$ cat config.mk
export PLATFORM = sky130hd
export DESIGN_NAME = level_alert_ladder_filter_top
export DESIGN_NICKNAME = d
export VERILOG_FILES = /design/src/rtl/lalf_pkg.sv /design/src/rtl/lalf_front.sv /design/src/rtl/lalf_div.sv /design/src/rtl/lalf_back.sv /design/src/rtl/level_alert_ladder_filter_top.sv
export SDC_FILE = /design/constraint.sdc
export NUM_CORES = 2
export LEC_CHECK = 0
export BUFFER_PORTS_ARGS = -buffer_cell sky130_fd_sc_hd__buf_2
export CORE_UTILIZATION = 50
export DETAILED_ROUTE_END_ITERATION = 10
export GPL_TIMING_DRIVEN = 0
export HOLD_SLACK_MARGIN = 0.15
export PLACE_DENSITY = 0.67
export SYNTH_ARGS = -nofsm -noshare
export SYNTH_HDL_FRONTEND = slang
export SYNTH_SLANG_ARGS = --single-unit
$ cat constraint.sdc
create_clock -name clock -period 25.4 [get_ports clock]
set_input_delay 2.54 -clock clock [delete_from_list [all_inputs] [get_ports clock]]
set_output_delay 2.54 -clock clock [all_outputs]
set_load 0.02 [all_outputs]
$ cat src/rtl/lalf_pkg.sv
// Shared types, constants and helper functions of the level alert ladder filter.
// Depends on nothing; every other file of the block imports it.
package lalf_pkg;

   localparam int HistoryDepth = 5;
   localparam int DistW = 13;
   localparam int LevelW = 14;
   localparam int ThrW = 7;

   localparam logic [1:0] EV_THRESHOLD = 2'd0;
   localparam logic [1:0] EV_REFILL = 2'd1;
   localparam logic [1:0] EV_FAULT = 2'd2;
   localparam logic [1:0] EV_RECOVER = 2'd3;

   localparam logic [1:0] REG_FULL = 2'd0;
   localparam logic [1:0] REG_EMPTY = 2'd1;
   localparam logic [1:0] REG_REFILL = 2'd2;
   localparam logic [1:0] REG_LIMIT = 2'd3;

   localparam logic [13:0] LEVEL_FULL = 14'd10000;
   localparam logic signed [7:0] LADDER_NONE = -8'sd10;
   localparam logic [15:0] THIRD_RECIP = 16'd43691;

   typedef struct packed {
      logic             sample_valid;
      logic [DistW-1:0] distance_mm;
   } item_type;

   typedef struct packed {
      logic [15:0] full_distance_tenths;
      logic [15:0] empty_distance_tenths;
      logic [13:0] refill_delta;
      logic [7:0]  fault_limit;
   } cfg_type;

   typedef struct packed {
      logic [1:0]        event_kind;
      logic [ThrW-1:0]   threshold_level;
      logic [LevelW-1:0] level_hundredths;
      logic [DistW-1:0]  event_distance;
      logic              last_event;
   } event_type;

   function automatic logic signed [7:0] ladder_from(input logic [13:0] p);
      logic [3:0] n;
      n = 4'd0;
      for (int k = 1; k < 10; k++) begin
         if (p > 14'(k * 1000)) n = n + 4'd1;
      end
      if (p == 14'd0) return LADDER_NONE;
      return $signed({1'b0, 7'(n) * 7'd10});
   endfunction

   function automatic logic thr_hit(input logic signed [7:0] n, input logic [13:0] fl);
      return (n >= 8'sd0) && (fl <= 14'(n[6:0]) * 14'd100);
   endfunction

endpackage

$ cat src/rtl/lalf_front.sv
// Front end of the level alert ladder filter: accepts sample items into a
// two-entry queue that the back end drains. Depends on lalf_pkg.
module lalf_front (
   input  logic              clock,
   input  logic              reset,
   input  logic              in_valid,
   output logic              in_ready,
   input  lalf_pkg::item_type in_item,
   output logic              q_valid,
   output lalf_pkg::item_type q_item,
   input  logic              q_pop
);
   import lalf_pkg::*;

   item_type   slot_ff [2];
   logic       rd_ff, rd_in, wr_ff, wr_in;
   logic [1:0] cnt_ff, cnt_in;
   logic       push;

   assign in_ready = cnt_ff != 2'd2;
   assign push = in_valid && in_ready;
   assign q_valid = cnt_ff != 2'd0;
   assign q_item = slot_ff[rd_ff];

   always_comb begin
      rd_in = rd_ff ^ q_pop;
      wr_in = wr_ff ^ push;
      cnt_in = cnt_ff + {1'b0, push} - {1'b0, q_pop};
   end

   always_ff @(posedge clock) begin
      if (push) slot_ff[wr_ff] <= in_item;
      if (reset) begin
         rd_ff <= 1'b0;
         wr_ff <= 1'b0;
         cnt_ff <= 2'd0;
      end else begin
         rd_ff <= rd_in;
         wr_ff <= wr_in;
         cnt_ff <= cnt_in;
      end
   end
endmodule

$ cat src/rtl/lalf_div.sv
// Restoring divider, one quotient bit a cycle, for the level map.
// Depends on lalf_pkg only for house consistency of imports.
module lalf_div (
   input  logic        clock,
   input  logic        reset,
   input  logic        start,
   input  logic [29:0] dividend,
   input  logic [15:0] divisor,
   output logic        done,
   output logic [13:0] quotient
);
   import lalf_pkg::*;

   logic [29:0] q_ff, q_in;
   logic [15:0] rem_ff, rem_in;
   logic [15:0] dvs_ff, dvs_in;
   logic [4:0]  cnt_ff, cnt_in;
   logic        busy_ff, busy_in;
   logic        done_ff, done_in;
   logic [16:0] trial;

   assign done = done_ff;
   assign quotient = q_ff[13:0];
   assign trial = {rem_ff, q_ff[29]};

   always_comb begin
      q_in = q_ff;
      rem_in = rem_ff;
      dvs_in = dvs_ff;
      cnt_in = cnt_ff;
      busy_in = busy_ff;
      done_in = 1'b0;
      if (start) begin
         q_in = dividend;
         rem_in = 16'd0;
         dvs_in = divisor;
         cnt_in = 5'd0;
         busy_in = 1'b1;
      end else if (busy_ff) begin
         if (trial >= {1'b0, dvs_ff}) begin
            rem_in = 16'(trial - {1'b0, dvs_ff});
            q_in = {q_ff[28:0], 1'b1};
         end else begin
            rem_in = trial[15:0];
            q_in = {q_ff[28:0], 1'b0};
         end
         cnt_in = cnt_ff + 5'd1;
         if (cnt_ff == 5'd29) begin
            busy_in = 1'b0;
            done_in = 1'b1;
         end
      end
   end

   always_ff @(posedge clock) begin
      q_ff <= q_in;
      rem_ff <= rem_in;
      dvs_ff <= dvs_in;
      cnt_ff <= cnt_in;
      if (reset) begin
         busy_ff <= 1'b0;
         done_ff <= 1'b0;
      end else begin
         busy_ff <= busy_in;
         done_ff <= done_in;
      end
   end
endmodule

$ cat src/rtl/lalf_back.sv
// Back end of the level alert ladder filter: sequences one sample through
// fault counting, level map, history filter and alert ladder. Uses lalf_div.
module lalf_back (
   input  logic                clock,
   input  logic                reset,
   input  lalf_pkg::cfg_type   cfg,
   input  logic                q_valid,
   input  lalf_pkg::item_type  q_item,
   output logic                q_pop,
   output logic                ev_valid,
   output lalf_pkg::event_type ev,
   input  logic                ev_ready
);
   import lalf_pkg::*;

   localparam logic [3:0] S_IDLE = 4'd0;
   localparam logic [3:0] S_DISPATCH = 4'd1;
   localparam logic [3:0] S_FAULT = 4'd2;
   localparam logic [3:0] S_MAP = 4'd3;
   localparam logic [3:0] S_MAPD = 4'd4;
   localparam logic [3:0] S_MAPW = 4'd5;
   localparam logic [3:0] S_HIST = 4'd6;
   localparam logic [3:0] S_SUM = 4'd7;
   localparam logic [3:0] S_FD = 4'd8;
   localparam logic [3:0] S_DECIDE = 4'd9;
   localparam logic [3:0] S_REFILL = 4'd10;
   localparam logic [3:0] S_LOOP = 4'd11;
   localparam logic [3:0] S_RECOVER = 4'd12;

   logic [3:0]        state_ff, state_in;
   item_type          item_ff, item_in;
   logic [7:0]        fcnt_ff, fcnt_in;
   logic              fault_ff, fault_in;
   logic              recov_ff, recov_in;
   logic [DistW-1:0]  hist_ff [HistoryDepth];
   logic [2:0]        ptr_ff, ptr_in, fill_ff, fill_in;
   logic              hist_we;
   logic              armed_ff, armed_in;
   logic [LevelW-1:0] prev_ff, prev_in, cur_lvl_ff, cur_lvl_in, fl_ff, fl_in;
   logic [DistW-1:0]  cur_dist_ff, cur_dist_in, fd_ff, fd_in, map_d_ff, map_d_in;
   logic              phase_ff, phase_in;
   logic signed [7:0] next_ff, next_in;
   logic [29:0]       prod_ff, prod_in;
   logic              ev_valid_ff, ev_valid_in;
   event_type         ev_ff, ev_in;

   logic        out_free, div_start, div_done;
   logic [13:0] div_q, map_lvl;
   logic [16:0] d10;
   logic [15:0] span, sum;
   logic [DistW-1:0] mn, mx, rd;
   logic [7:0]  fcnt_inc;
   logic        map_trivial;
   logic [14:0] tri_sum;

   lalf_div u_div (
      .clock(clock), .reset(reset), .start(div_start),
      .dividend(prod_ff + 30'(span >> 1)), .divisor(span),
      .done(div_done), .quotient(div_q)
   );

   assign ev_valid = ev_valid_ff;
   assign ev = ev_ff;
   assign out_free = !ev_valid_ff || ev_ready;
   assign q_pop = (state_ff == S_IDLE) && q_valid;
   assign d10 = 17'(map_d_ff) * 17'd10;
   assign span = cfg.empty_distance_tenths - cfg.full_distance_tenths;
   assign fcnt_inc = (fcnt_ff == 8'd255) ? fcnt_ff : fcnt_ff + 8'd1;
   assign rd = (fd_ff != '0) ? fd_ff : cur_dist_ff;

   always_comb begin
      map_trivial = 1'b1;
      map_lvl = 14'd0;
      if (d10 >= {1'b0, cfg.empty_distance_tenths}) begin
         map_lvl = 14'd0;
      end else if (d10 <= {1'b0, cfg.full_distance_tenths}) begin
         map_lvl = LEVEL_FULL;
      end else begin
         map_trivial = 1'b0;
      end
   end

   always_comb begin
      sum = 16'd0;
      mn = hist_ff[0];
      mx = hist_ff[0];
      for (int i = 0; i < HistoryDepth; i++) begin
         sum = sum + 16'(hist_ff[i]);
         if (hist_ff[i] < mn) mn = hist_ff[i];
         if (hist_ff[i] > mx) mx = hist_ff[i];
      end
      tri_sum = 15'(sum - 16'(mn) - 16'(mx) + 16'd1);
   end

   always_comb begin
      state_in = state_ff;
      item_in = item_ff;
      fcnt_in = fcnt_ff;
      fault_in = fault_ff;
      recov_in = recov_ff;
      ptr_in = ptr_ff;
      fill_in = fill_ff;
      hist_we = 1'b0;
      armed_in = armed_ff;
      prev_in = prev_ff;
      cur_lvl_in = cur_lvl_ff;
      fl_in = fl_ff;
      cur_dist_in = cur_dist_ff;
      fd_in = fd_ff;
      map_d_in = map_d_ff;
      phase_in = phase_ff;
      next_in = next_ff;
      prod_in = prod_ff;
      div_start = 1'b0;
      ev_valid_in = ev_valid_ff && !ev_ready;
      ev_in = ev_ff;
      unique case (state_ff)
         S_IDLE: begin
            if (q_valid) begin
               item_in = q_item;
               state_in = S_DISPATCH;
            end
         end
         S_DISPATCH: begin
            if (!item_ff.sample_valid) begin
               fcnt_in = fcnt_inc;
               if (fcnt_inc >= cfg.fault_limit && !fault_ff) begin
                  fault_in = 1'b1;
                  state_in = S_FAULT;
               end else begin
                  state_in = S_IDLE;
               end
            end else begin
               recov_in = fault_ff;
               fault_in = 1'b0;
               fcnt_in = 8'd0;
               cur_dist_in = item_ff.distance_mm;
               map_d_in = item_ff.distance_mm;
               phase_in = 1'b0;
               state_in = S_MAP;
            end
         end
         S_FAULT: begin
            if (out_free) begin
               ev_valid_in = 1'b1;
               ev_in = '{EV_FAULT, 7'd0, cur_lvl_ff, cur_dist_ff, 1'b1};
               state_in = S_IDLE;
            end
         end
         S_MAP: begin
            prod_in = 30'(16'(cfg.empty_distance_tenths - d10[15:0])) * 30'd10000;
            if (map_trivial) begin
               if (phase_ff) begin
                  fl_in = map_lvl;
                  state_in = S_DECIDE;
               end else begin
                  cur_lvl_in = map_lvl;
                  state_in = S_HIST;
               end
            end else begin
               state_in = S_MAPD;
            end
         end
         S_MAPD: begin
            div_start = 1'b1;
            state_in = S_MAPW;
         end
         S_MAPW: begin
            if (div_done) begin
               if (phase_ff) begin
                  fl_in = div_q;
                  state_in = S_DECIDE;
               end else begin
                  cur_lvl_in = div_q;
                  state_in = S_HIST;
               end
            end
         end
         S_HIST: begin
            hist_we = 1'b1;
            ptr_in = (ptr_ff == 3'(HistoryDepth - 1)) ? 3'd0 : ptr_ff + 3'd1;
            if (fill_ff < 3'(HistoryDepth)) fill_in = fill_ff + 3'd1;
            state_in = (fill_ff >= 3'(HistoryDepth - 1)) ? S_SUM : S_RECOVER;
         end
         S_SUM: begin
            prod_in = 30'(tri_sum) * 30'(THIRD_RECIP);
            state_in = S_FD;
         end
         S_FD: begin
            fd_in = prod_ff[29:17];
            map_d_in = prod_ff[29:17];
            phase_in = 1'b1;
            state_in = S_MAP;
         end
         S_DECIDE: begin
            prev_in = fl_ff;
            if (!armed_ff) begin
               armed_in = 1'b1;
               next_in = ladder_from(fl_ff);
               state_in = S_RECOVER;
            end else if ({1'b0, fl_ff} >= {1'b0, prev_ff} + {1'b0, cfg.refill_delta}) begin
               next_in = ladder_from(fl_ff);
               state_in = S_REFILL;
            end else begin
               state_in = S_LOOP;
            end
         end
         S_REFILL: begin
            if (out_free) begin
               ev_valid_in = 1'b1;
               ev_in = '{EV_REFILL, 7'd0, fl_ff, rd,
                         !thr_hit(next_ff, fl_ff) && !recov_ff};
               state_in = S_LOOP;
            end
         end
         S_LOOP: begin
            if (!thr_hit(next_ff, fl_ff)) begin
               state_in = S_RECOVER;
            end else if (out_free) begin
               ev_valid_in = 1'b1;
               ev_in = '{EV_THRESHOLD, next_ff[6:0], fl_ff, rd,
                         !thr_hit(next_ff - 8'sd10, fl_ff) && !recov_ff};
               next_in = next_ff - 8'sd10;
            end
         end
         S_RECOVER: begin
            if (!recov_ff) begin
               state_in = S_IDLE;
            end else if (out_free) begin
               ev_valid_in = 1'b1;
               ev_in = '{EV_RECOVER, 7'd0, cur_lvl_ff, cur_dist_ff, 1'b1};
               recov_in = 1'b0;
               state_in = S_IDLE;
            end
         end
         default: state_in = S_IDLE;
      endcase
   end

   always_ff @(posedge clock) begin
      item_ff <= item_in;
      map_d_ff <= map_d_in;
      phase_ff <= phase_in;
      prod_ff <= prod_in;
      fl_ff <= fl_in;
      fd_ff <= fd_in;
      ev_ff <= ev_in;
      if (reset) begin
         state_ff <= S_IDLE;
         fcnt_ff <= 8'd0;
         fault_ff <= 1'b0;
         recov_ff <= 1'b0;
         for (int i = 0; i < HistoryDepth; i++) hist_ff[i] <= '0;
         ptr_ff <= 3'd0;
         fill_ff <= 3'd0;
         armed_ff <= 1'b0;
         prev_ff <= '0;
         next_ff <= LADDER_NONE;
         cur_lvl_ff <= '0;
         cur_dist_ff <= '0;
         ev_valid_ff <= 1'b0;
      end else begin
         state_ff <= state_in;
         fcnt_ff <= fcnt_in;
         fault_ff <= fault_in;
         recov_ff <= recov_in;
         if (hist_we) hist_ff[ptr_ff] <= cur_dist_ff;
         ptr_ff <= ptr_in;
         fill_ff <= fill_in;
         armed_ff <= armed_in;
         prev_ff <= prev_in;
         next_ff <= next_in;
         cur_lvl_ff <= cur_lvl_in;
         cur_dist_ff <= cur_dist_in;
         ev_valid_ff <= ev_valid_in;
      end
   end
endmodule

$ cat src/rtl/level_alert_ladder_filter_top.sv
// Top level of the level alert ladder filter: configuration registers, front
// queue and back sequencer. Depends on lalf_pkg, lalf_front and lalf_back.
// A good sample is mapped to a level once, and again from the filtered distance with a
// full history; each mapping that falls between the full and empty distances runs the
// serial divider.
// The back end takes one sample at a time and accepts no new one until it has issued its events.
// Reset is synchronous and active high; it restores register defaults and
// clears all filter state, with no clearing pass.
module level_alert_ladder_filter_top (
   input  logic        clock,
   input  logic        reset,
   input  logic        req_tvalid,
   output logic        req_tready,
   input  logic [15:0] req_tdata,   // sample_valid, distance_mm
   output logic        rsp_tvalid,
   input  logic        rsp_tready,
   output logic [39:0] rsp_tdata,   // threshold_level, level_hundredths, event_distance
   output logic [1:0]  rsp_tuser,   // event_kind
   output logic        rsp_tlast,
   input  logic        csr_we,
   input  logic [1:0]  csr_addr,
   input  logic [15:0] csr_wdata
);
   import lalf_pkg::*;

   cfg_type   cfg_ff;
   item_type  in_item, q_item;
   logic      q_valid, q_pop;
   event_type ev;

   assign in_item = '{req_tdata[0], req_tdata[13:1]};

   always_ff @(posedge clock) begin
      if (reset) begin
         cfg_ff <= '{16'd2240, 16'd4064, 14'd1000, 8'd3};
      end else if (csr_we) begin
         unique case (csr_addr)
            REG_FULL: cfg_ff.full_distance_tenths <= csr_wdata;
            REG_EMPTY: cfg_ff.empty_distance_tenths <= csr_wdata;
            REG_REFILL: cfg_ff.refill_delta <= csr_wdata[13:0];
            REG_LIMIT: cfg_ff.fault_limit <= csr_wdata[7:0];
            default: ;
         endcase
      end
   end

   lalf_front u_front (
      .clock(clock), .reset(reset), .in_valid(req_tvalid), .in_ready(req_tready),
      .in_item(in_item), .q_valid(q_valid), .q_item(q_item), .q_pop(q_pop)
   );

   lalf_back u_back (
      .clock(clock), .reset(reset), .cfg(cfg_ff), .q_valid(q_valid),
      .q_item(q_item), .q_pop(q_pop), .ev_valid(rsp_tvalid), .ev(ev),
      .ev_ready(rsp_tready)
   );

   assign rsp_tdata = {6'd0, ev.event_distance, ev.level_hundredths, ev.threshold_level};
   assign rsp_tuser = ev.event_kind;
   assign rsp_tlast = ev.last_event;

   a_fault_last: assert property (@(posedge clock) disable iff (reset)
      rsp_tvalid && (rsp_tuser == EV_FAULT || rsp_tuser == EV_RECOVER) |-> rsp_tlast)
      else $error("fault or recovery item not last");
   a_thr_zero: assert property (@(posedge clock) disable iff (reset)
      rsp_tvalid && rsp_tuser != EV_THRESHOLD |-> rsp_tdata[6:0] == 7'd0)
      else $error("threshold level set on other kind");
   a_level_range: assert property (@(posedge clock) disable iff (reset)
      rsp_tvalid |-> rsp_tdata[20:7] <= LEVEL_FULL)
      else $error("level out of range");
endmodule
# ---- Yosys cells after proc, flatten, opt, wreduce, memory -nomap -nowiden
# Memories as Yosys holds them, arrays and structs flattened. A register that Yosys moved wholly into a read port is not among the register bits.
# Cells that the tools add are included.
dict set report op_classes {
  addsub 35
  n_mul 7
  n_lt_le_gt_ge 28
  n_eq_ne 35
  mux 158
  bitwise 3
  reduce_logical 46
}
# cell n
set op_table {}
lappend op_table {{4-bit 2-to-1 mux} 71}
lappend op_table {{37-bit 2-to-1 mux} 6}
lappend op_table {{37-bit one-hot mux with 4 select lines} 1}
lappend op_table {{13-bit 2-to-1 mux} 11}
lappend op_table {{14-bit 2-to-1 mux} 10}
lappend op_table {{8-bit 2-to-1 mux} 9}
lappend op_table {{4-bit by 1-bit adder with 4-bit output, second input constant} 16}
lappend op_table {{30-bit 2-to-1 mux} 2}
lappend op_table {{30-bit one-hot mux with 2 select lines} 1}
lappend op_table {{14-bit by 13-bit > comparator with 1-bit output, second input constant} 4}
lappend op_table {{14-bit one-hot mux with 2 select lines} 2}
lappend op_table {{13-bit > comparator} 4}
lappend op_table {{13-bit less-than comparator} 4}
lappend op_table {{4-bit one-hot mux with 13 select lines} 1}
lappend op_table {{16-bit subtractor} 3}
lappend op_table {{15-bit by 13-bit adder with 15-bit output} 3}
lappend op_table {{17-bit by 16-bit greater-or-equal comparator with 1-bit output} 2}
lappend op_table {{1-bit 2-to-1 mux} 34}
lappend op_table {{30-bit by 15-bit adder with 30-bit output} 1}
lappend op_table {{15-bit by 16-bit multiplier with 30-bit output, second input constant} 1}
lappend op_table {{15-bit by 13-bit subtractor with 15-bit output} 2}
lappend op_table {{14-bit by 12-bit > comparator with 1-bit output, second input constant} 2}
lappend op_table {{14-bit less-or-equal comparator} 2}
lappend op_table {{16-bit by 10-bit multiplier with 26-bit output, second input constant} 1}
lappend op_table {{58 further kinds} 119}
dict set report totals {
  reg_bits 306
  ram_bits 93
  input_bits 39
  out_inout_bits 45
  wordCells 349
  n_memories 2
}
# name depth word_bits read_ports rd_clocked_by_memory_dff write_ports line_no
set memory_table {}
lappend memory_table {u_back.hist_ff 5 13 5 0 5 lalf_back.sv:35} ;# logic [DistW-1:0] hist_ff [HistoryDepth];
lappend memory_table {u_front.slot_ff 2 14 1 1 1 lalf_front.sv:15} ;# item_type slot_ff [2];

# ---- Logic depth before layout (Yosys ltp)
dict set report logic_depth {
  depth_word 50
  mapped_depth 90
  depth_no_buf 83
}

# ---- Cells and area by module
# Synthesis repeated with hierarchy kept, for this count alone.
dict set report unflattened {
  cells_unflattened 3776
  hier_area_um2 36635.1
}
# mod n_inst cells_per_inst area_each_um2 seq_area_each_um2
set modules_own_cells {}
lappend modules_own_cells {lalf_back 1 3134 29259.3 7016.7}
lappend modules_own_cells {lalf_div 1 356 3902.5 1841.8}
lappend modules_own_cells {level_alert_ladder_filter_top 1 219 2252.2 1081.0}
lappend modules_own_cells {lalf_front 1 67 1221.2 920.9}

# ---- Worst setup path after synthesis
# Ideal clock, no wire load.
dict set report synth_path {
  path_type {reg-to-reg}
  startpoint {mem u_back.hist_ff[1][2]}
  endpoint {reg u_back.prod_ff[28] (data pin)}
  arrival_time_ns 17.358
  required_time_ns 25.136
  setup_slack_ns 7.778
  path_stages_with_launch 82
  n_path_buf 7
  cell_sequence {edfxtp_1 > ha_1 > a21o_1 > a21o_1 > a211oi_1 > o31a_1 > a21o_1 > buf_2 > buf_1 > mux2i_1 > ha_1 > a21o_1 > maj3_1 > a21oi_1 > a21o_1 > clkbuf_1 > buf_1 > o21ai_1 > [... 46 more ...] > fa_1 > inv_1 > fa_1 > inv_1 > fa_1 > inv_1 > fa_1 > ha_1 > o21a_1 > o21ai_0 > nor3_1 > o31ai_1 > a31oi_1 > a221oi_1 > nand2b_1 > a21oi_1 > xor2_1 > o21ai_1}
}
# element line_no
set synth_lines {}
lappend synth_lines {{from (decl)} lalf_back.sv:35}
lappend synth_lines {{to (signal assigned)} lalf_back.sv:244} ;# prod_ff <= prod_in;
lappend synth_lines {{to (decl)} lalf_back.sv:43} ;# logic [29:0] prod_ff, prod_in;

==> out/results.txt <==
Outcome = completed
CTS Buffer Depth = 3
Max cap viols = 0
Fill cells = 6,458
DR pass1 iterations = 6
Crit path capture type = flop
Final Cycle Share = 82.6%
DR WL/cell = 19.6 microns
Die height = 270 microns
Post-route minimum period = 20.97 ns
Slew margin rel. = 10.8%
ANT nets after route = 0
Reg2reg path depth = 81
Cell area after layout = 39,200 sq um
Syn_area_per_cell = 9.31 sq um
Setup Viol. Count Final = 0
Critical Path AT = 21.29 ns
R2R Setup Slk = 4.43 ns
Placed Area = 37,600 sq um
Max Slew Vio Count = 0
Worst hold endpoint = cfg_ff[48]$_SDFFE_PP0P_
Synth Register Bits = 412
Hold buffers post-CTS = 0
Most frequent cells in the layout = ha_1, inv_1, nand2_1
Crit-path max FO = 10
Htree depth = 2
Synth cell types = 96
Critical hold path startpoint = cfg_ff[48]$_SDFFE_PP0P_
DIE WIDTH = 270 microns
Dpl hpwl = 79,300 microns
FFs w/ async S/R, synth = 0%
Crit path required time = 25.72 ns
Seq/Total Area, Yosys = 30.2%
Vias in the first global route = 26.9k
Most used cell along the critical path = a21oi_1
Slowest stage delay, CP = 0.56 ns
DRC = 0
Worst path depth = 81
Total gr overflow = 0
CP top delay family = compound AO/OA/AOI/OAI gates
Final nets = 4,729
Post-cts sizing count = 0
RSZ-0062 raised after global routing = false
Slew @ Worst Pin = 1.34 ns
First-pass GRT wire length = 153,000 microns
Worst hold path class = flop to flop
CTS tree = built
TritonCTS Buffers = 44
All-Layer GR Usage = 26.7%
Reg2Reg Capture Point = u_back.prod_ff[29]$_DFFE_PP_
Setup bufs post-CTS = 0
Number of port buffers = 73
Setup TNS = 0 ns
Vias = 28.0k
Fin Clk Skew = 0.0212 ns
Post-synth EDFFs = 261
# IOs = 84
Row cnt = 97
Routability cong. = 0.939
Die area = 73,000 sq um
CP max-delay cell = a222oi_1
Commonest non-fill, non-tap cell in the layout = ha_1
Synth Flop Type = edfxtp_1
Core Region = 70,600 sq um
Synthesis-to-layout area growth = 8.94%
Fraction of layout cells with a size suffix above 1 = 6.45%
Reg-to-Reg Start = u_back.hist_ff[1][2]$_SDFFCE_PN0P_
Kind of start point of the critical path = flop
DR iter-0 viols = 2,119
Skew-Pair Late Insertion Delay = 0.59 ns
Num Clock Sinks = 412
Yosys warnings = 0
Starting density of the core = 50.9%
Worst Hold Depth = 2
Final wirelength = 97,500 microns
CP Class = flop to flop
Reg clk slew, reported paths = 0.06 ns
Post-Syn Area = 36,000 sq um
Hold Violations, Final = 0
Syn Inst Count = 3,863
Fmax = 47.7 MHz
Pin count of the biggest net entering global routing = 32
CTS root buf = clkbuf_16
Initial antenna violation count = 3
Critical path buffer and inverter count = 14
Vias/cell = 5.63
[registers in the layout, indices dropped and copies added, names as in the netlist, 8 cells and up]
signal and flops:
u_back.item_ff 14, u_back.cur_lvl_ff 14, u_back.prod_ff 30, cfg_ff 54, u_back.u_div.dvs_ff 16, u_back.ev 37, u_back.map_d_ff 13, u_back.u_div.q_ff 30
u_back.fd_ff 13, u_back.cur_dist_ff 13, u_back.fcnt_ff 8, u_back.u_div.rem_ff 16, u_back.prev_ff 14, u_front.slot_ff 28, u_back.fl_ff 14, u_back.hist_ff 65
[synthesized netlist by cell type (all sizes together) (5+ instances only)]
cell | n | area [sq um]
ha | 533 | 6670
a2111oi | 10 | 87.6
mux2 | 59 | 668
o211ai | 28 | 229
clkbuf | 93 | 349
and3 | 35 | 219
a31oi | 12 | 75.1
nand4 | 41 | 257
nor2 | 199 | 747
inv | 512 | 1920
a21oi | 283 | 1420
and2 | 71 | 444
a221oi | 13 | 114
a21boi | 12 | 90.1
o22ai | 9 | 56.3
mux2i | 56 | 561
nor4 | 18 | 113
buf | 19 | 98.8
nand3 | 61 | 305
nor3 | 46 | 230
a31o | 6 | 52.6
or3b | 5 | 43.8
or2 | 14 | 87.6
o31ai | 20 | 150
fa | 161 | 3220
a211oi | 20 | 150
edfxtp | 261 | 7840
or3 | 15 | 93.8
a22oi | 13 | 97.6
o21ai | 175 | 876
o21a | 29 | 218
nand2 | 405 | 1520
o21bai | 32 | 240
a41oi | 6 | 52.6
a21o | 102 | 766
xor2 | 83 | 746
dfxtp | 151 | 3020
nor2b | 36 | 225
nand2b | 28 | 175
nor3b | 6 | 45.0
xnor2 | 103 | 917
nand3b | 8 | 60.1
[how the worst max path moves through the flow]
stage,from,end,slack [ns]
2_1_floorplan,u_back.hist_ff[1][2]$_SDFFCE_PN0P_,u_back.prod_ff[28]$_DFFE_PP_,7.78
3_3_place_gp,u_back.hist_ff[1][2]$_SDFFCE_PN0P_,u_back.prod_ff[29]$_DFFE_PP_,4.73
3_5_place_dp,u_back.hist_ff[1][2]$_SDFFCE_PN0P_,u_back.prod_ff[29]$_DFFE_PP_,4.68
4_1_cts,u_back.hist_ff[1][2]$_SDFFCE_PN0P_,u_back.prod_ff[29]$_DFFE_PP_,4.55
5_1_grt,u_back.hist_ff[0][2]$_SDFFCE_PN0P_,u_back.prod_ff[29]$_DFFE_PP_,2.85
6_report,u_back.hist_ff[1][2]$_SDFFCE_PN0P_,u_back.prod_ff[29]$_DFFE_PP_,4.43
[layout make-up]
type	count	area, sq um	share of cell area [%]
clock buffer	57	1240	3.16
buffer	112	448	1.14
antenna	1	2.50	0.00639
clock inverter	25	327	0.834
multi-input combinational	2835	22800	58.1
sequential	412	10900	27.7
tap	940	1180	3.00
inverter	513	1930	4.92
timing repair buffer	78	420	1.07
[metal layers]
metal,GRT usage [%],part of all wire (%),vias up
met5,0,0,-
met4,7.21,2.7,0
met3,3.12,6.0,133
met2,42.6,45,798
met1,38.2,46,13443
li1,-,-,13637
[tightest hold or removal path: stages (launching register included)]
cell,delay (ns)
dfxtp_1,0.31
nand2_1,0.05
a21oi_1,0.05
[logic make-up after synthesis]
| logic type | synth area share, % |
|---|---|
| xor+xnor | 4.76 |
| other cells | 0.0209 |
| compound gates | 14.2 |
| flops | 30.2 |
| simple gates | 13.2 |
| fa+ha+maj | 27.6 |
| buf+inv | 6.60 |
| mux | 3.42 |
[metrics by stage]
step	worst slack (ns)	utilization [%]	cells	hold slack, ns
finish	4.43	55.5	4973	0.455
floorplan	7.78	-	3872	0.426
global placement	4.73	53.1	4885	0.443
global route	2.85	55.5	4972	0.471
detailed placement	4.68	53.2	4889	0.447
CTS	4.55	55.4	4971	0.456
Power is not shown: default switching activity piles up to over one toggle a cycle in this logic, so the estimate is an artifact.
